[src/rtl/core/smx_ram.sv]
// generic single-port-write, single-port-read ram with registered read
// no dependencies
`timescale 1ns / 1ps
`default_nettype none

module smx_ram #(
  parameter int WIDTH = 64,
  parameter int DEPTH = 64
) (
  input  wire logic                                    clk,
  input  wire logic                                    we,
  input  wire logic [((DEPTH > 1) ? $clog2(DEPTH) : 1)-1:0] waddr,
  input  wire logic [WIDTH-1:0]                        wdata,
  input  wire logic [((DEPTH > 1) ? $clog2(DEPTH) : 1)-1:0] raddr,
  output logic      [WIDTH-1:0]                        rdata
);

  logic [WIDTH-1:0] mem [DEPTH];

  always_ff @(posedge clk) begin
    if (we) begin
      mem[waddr] <= wdata;
    end
    rdata <= mem[raddr];
  end

endmodule

`default_nettype wire

[config.mk]
export PLATFORM = sky130hd
export DESIGN_NAME = smx_ram
export DESIGN_NICKNAME = d
export VERILOG_FILES = /design/src/rtl/core/smx_ram.sv
export SDC_FILE = /design/constraint.sdc
export NUM_CORES = 2
export LEC_CHECK = 0
export ABC_CLOCK_PERIOD_IN_PS = 7000
export BUFFER_PORTS_ARGS = -buffer_cell sky130_fd_sc_hd__buf_2
export CAP_MARGIN = 5
export CELL_PAD_IN_SITES_DETAIL_PLACEMENT = 0
export CELL_PAD_IN_SITES_GLOBAL_PLACEMENT = 1
export CORE_ASPECT_RATIO = 1.25
export CORE_MARGIN = 2
export CORE_UTILIZATION = 50
export DETAILED_ROUTE_END_ITERATION = 6
export PLACE_DENSITY = 0.71
export SLEW_MARGIN = 40
export SYNTH_ARGS = -nofsm -noshare
export SYNTH_HDL_FRONTEND = slang
export SYNTH_SLANG_ARGS = --single-unit
[constraint.sdc]
create_clock -name clk -period 7 [get_ports clk]
set_clock_uncertainty 0.1 [all_clocks]
set_input_delay 0.7 -clock clk [delete_from_list [all_inputs] [get_ports clk]]
set_output_delay 0.7 -clock clk [all_outputs]
set_load 0.02 [all_outputs]
==> reports/results.ini <==
[critical_path]
crit_type = primary input to register
r2r_slack_ns = 4.62
path_max_fanout = 93
required_ns = 7.62
r2r_cells = 5
reg2reg_to = rdata[39]$_DFF_P_
worstPathArrival_ns = 4.06
cp-start-kind = primary input
crit_top_cell = buf_4
cp_top_family = buffers and inverters
path_buf_inv = 4
endpoint_kind = register
reg2reg_from = mem[63][39]$_DFFE_PP_
crit_path_top_delay_cell = buf_4
cp_cell_sequence = buf_8 -> buf_12 -> buf_4 -> buf_4 -> mux4_2 -> or3_1 -> a41oi_1 -> a211oi_1
cpPeakStageDelay_ns = 0.59

[cells_and_area]
syn_to_final_growth_pct = 13.2
fin_nets = 7087
finish.utilization_pct = 56.9
layout_common_cells = edfxtp_1, mux4_2, clkbuf_16
final_area_mm2 = 0.177
layout-drive-gt1-share_pct = 28.5
final_common_cell = edfxtp_1

[floorplan]
core-area_mm2 = 0.311
die_h_um = 629
die_w_um = 504
dieArea_mm2 = 0.317
rows = 229
initial_utilization_pct = 50.2
io_pins = 142

[logic_synthesis]
syn_nets = 6676
synthArstFlopShare_pct = 0
netlist_area_mm2 = 0.156
synth_enable_flop_cells = 4096
yosys.area.top_type = edfxtp_1
synthDominantCellAreaShare_pct = 78.7
synthTopCellsByArea = edfxtp_1, mux4_2, mux2i_1
synthCells = 6598
synth-main-ff-cell = edfxtp_1
ys_types = 33
yosysSeqAreaShare_pct = 79.5
ys_warn_count = 0
synth-seq-cells = 4160
synth.avg_cell_area_um2 = 23.7

[hold_path]
hold_start = wdata[60]
hold_path.class = primary input to register
hold_end = mem[6][60]$_DFFE_PP_
hold_path_depth = 1

[clock_tree]
ctsResizeCount = 0
htree_levels = 5
post_cts_buffers = 0
clkTransAtPathRegs_ns = 0.06
clockBufferDepth = 4
hold_buffers = 0
cts_tree = yes
clk-insertion-delay-late_ns = 0.93
clock-sinks = 4160
root_buffer = clkbuf_16
numCtsBuffers = 387

[drt]
wirelength_mm = 419
drc_errors = 0
num_vias = 74800
drt_iter0_drc = 9356
wl_per_cell_um = 36.5
drtPass1Iterations = 6
vias_per_cell = 6.50
ant_nets = 0

[power]
finalPower_mw = 51.1
peakVddDrop_uv = 263
powerDensity_mw_per_mm2 = 289
power.leakage_nw = 55.0

[timing]
rsz0062_at_grt = no
fin_tns_setup_ns = 0
fin_crit_sh_pct = 49.1
relSlewSlack_pct = 36.1
fin_crit_ns = 3.44
setup_violations = 0
setup_slack_ns = 3.56
drv_slew = 0
finalHoldViolations = 0
tightestPinTransition_ns = 0.959
fmax_mhz = 291

[placed_design]
placed_cell_area_mm2 = 0.164
place.gp.congestion = 0.791
dp_slack_ns = 2.62
dp_hpwl_mm = 231
numPortBuffers = 141

[grt]
grt_pass1_vias = 75300
grt_pass1_wl_mm = 588
antenna_found_initial = 30
grt_overflow_total = 0
grt_max_degree = 95
grt_usage_pct = 26.3

[job]
maxCapViolCount = 0

[run_status]
status = finished, final reports clean

how the worst max path moves through the flow:
| stage | from | end | slack (ns) | depth (start not counted) |
|---|---|---|---|---|
| 6_report | raddr[2] | rdata[11]$_DFF_P_ | 3.56 | 8 |
| 5_1_grt | raddr[2] | rdata[20]$_DFF_P_ | 3.45 | 8 |
| 4_1_cts | raddr[2] | rdata[19]$_DFF_P_ | 3.56 | 8 |
| 3_5_place_dp | raddr[2] | rdata[11]$_DFF_P_ | 2.62 | 8 |
| 3_3_place_gp | raddr[2] | rdata[21]$_DFF_P_ | 2.67 | 8 |
| 2_1_floorplan | waddr[3] | mem[48][0]$_DFFE_PP_ | 0.76 | 4 |
where the power goes:
group	switching, mW	total [mW]	internal, mW
sequential	0.111	27.7	27.6
combinational	1.52	2.39	0.876
clock	9.12	21.0	11.9
flip-flops by register name (all words and copies together), names as in the netlist:
signal and flops:
rdata 64, mem 4096
synthesized netlist by cell type (29+ instances only):
cell,instances
o221ai_1,38
mux2i_1,135
clkbuf_1,140
a211oi_1,63
nand3_1,45
buf_2,170
mux4_2,1024
a22o_1,88
nand2_1,58
and3_1,64
nor2_1,112
or3_1,29
edfxtp_1,4096
dfxtp_1,64
buf_4,34
o22ai_1,83
a22oi_1,168
layer usage:
metal | vias up | track usage [%] | routed length (µm)
met5 | - | 0 | 31
met4 | 6 | 9.15 | 16500
met3 | 680 | 3.93 | 32600
met2 | 3638 | 44.0 | 212000
met1 | 41200 | 35.7 | 158000
li1 | 29300 | - | -
cell type report:
class	instances	area, µm²
diodes	12	30.0
clock buffers	506	10500
clock inverters	206	2020
fillers	22400	134000
inverters	19	71.3
multi-input cells	2049	30800
flip-flops and latches	4160	124000
well taps	4158	5200
repair buffers	392	4090
through the flow:
| step | hold WS (ns) | instances |
|---|---|---|
| 2_1_floorplan | 0.688 | 6598 |
| 3_3_place_gp | 0.711 | 10700 |
| 3_5_place_dp | 0.719 | 10800 |
| 4_1_cts | 0.155 | 11500 |
| 5_1_grt | 0.184 | 11500 |
| 6_report | 0.180 | 11500 |
kinds of logic after synthesis:
logic type	synth area share [%]
flip-flops	79.5
AND/OR/NAND/NOR	1.24
multiplexers	15.6
AO/OA/AOI/OAI	2.48
buffers and inverters	1.18
Note: power is estimated with default switching activity, not from simulation.
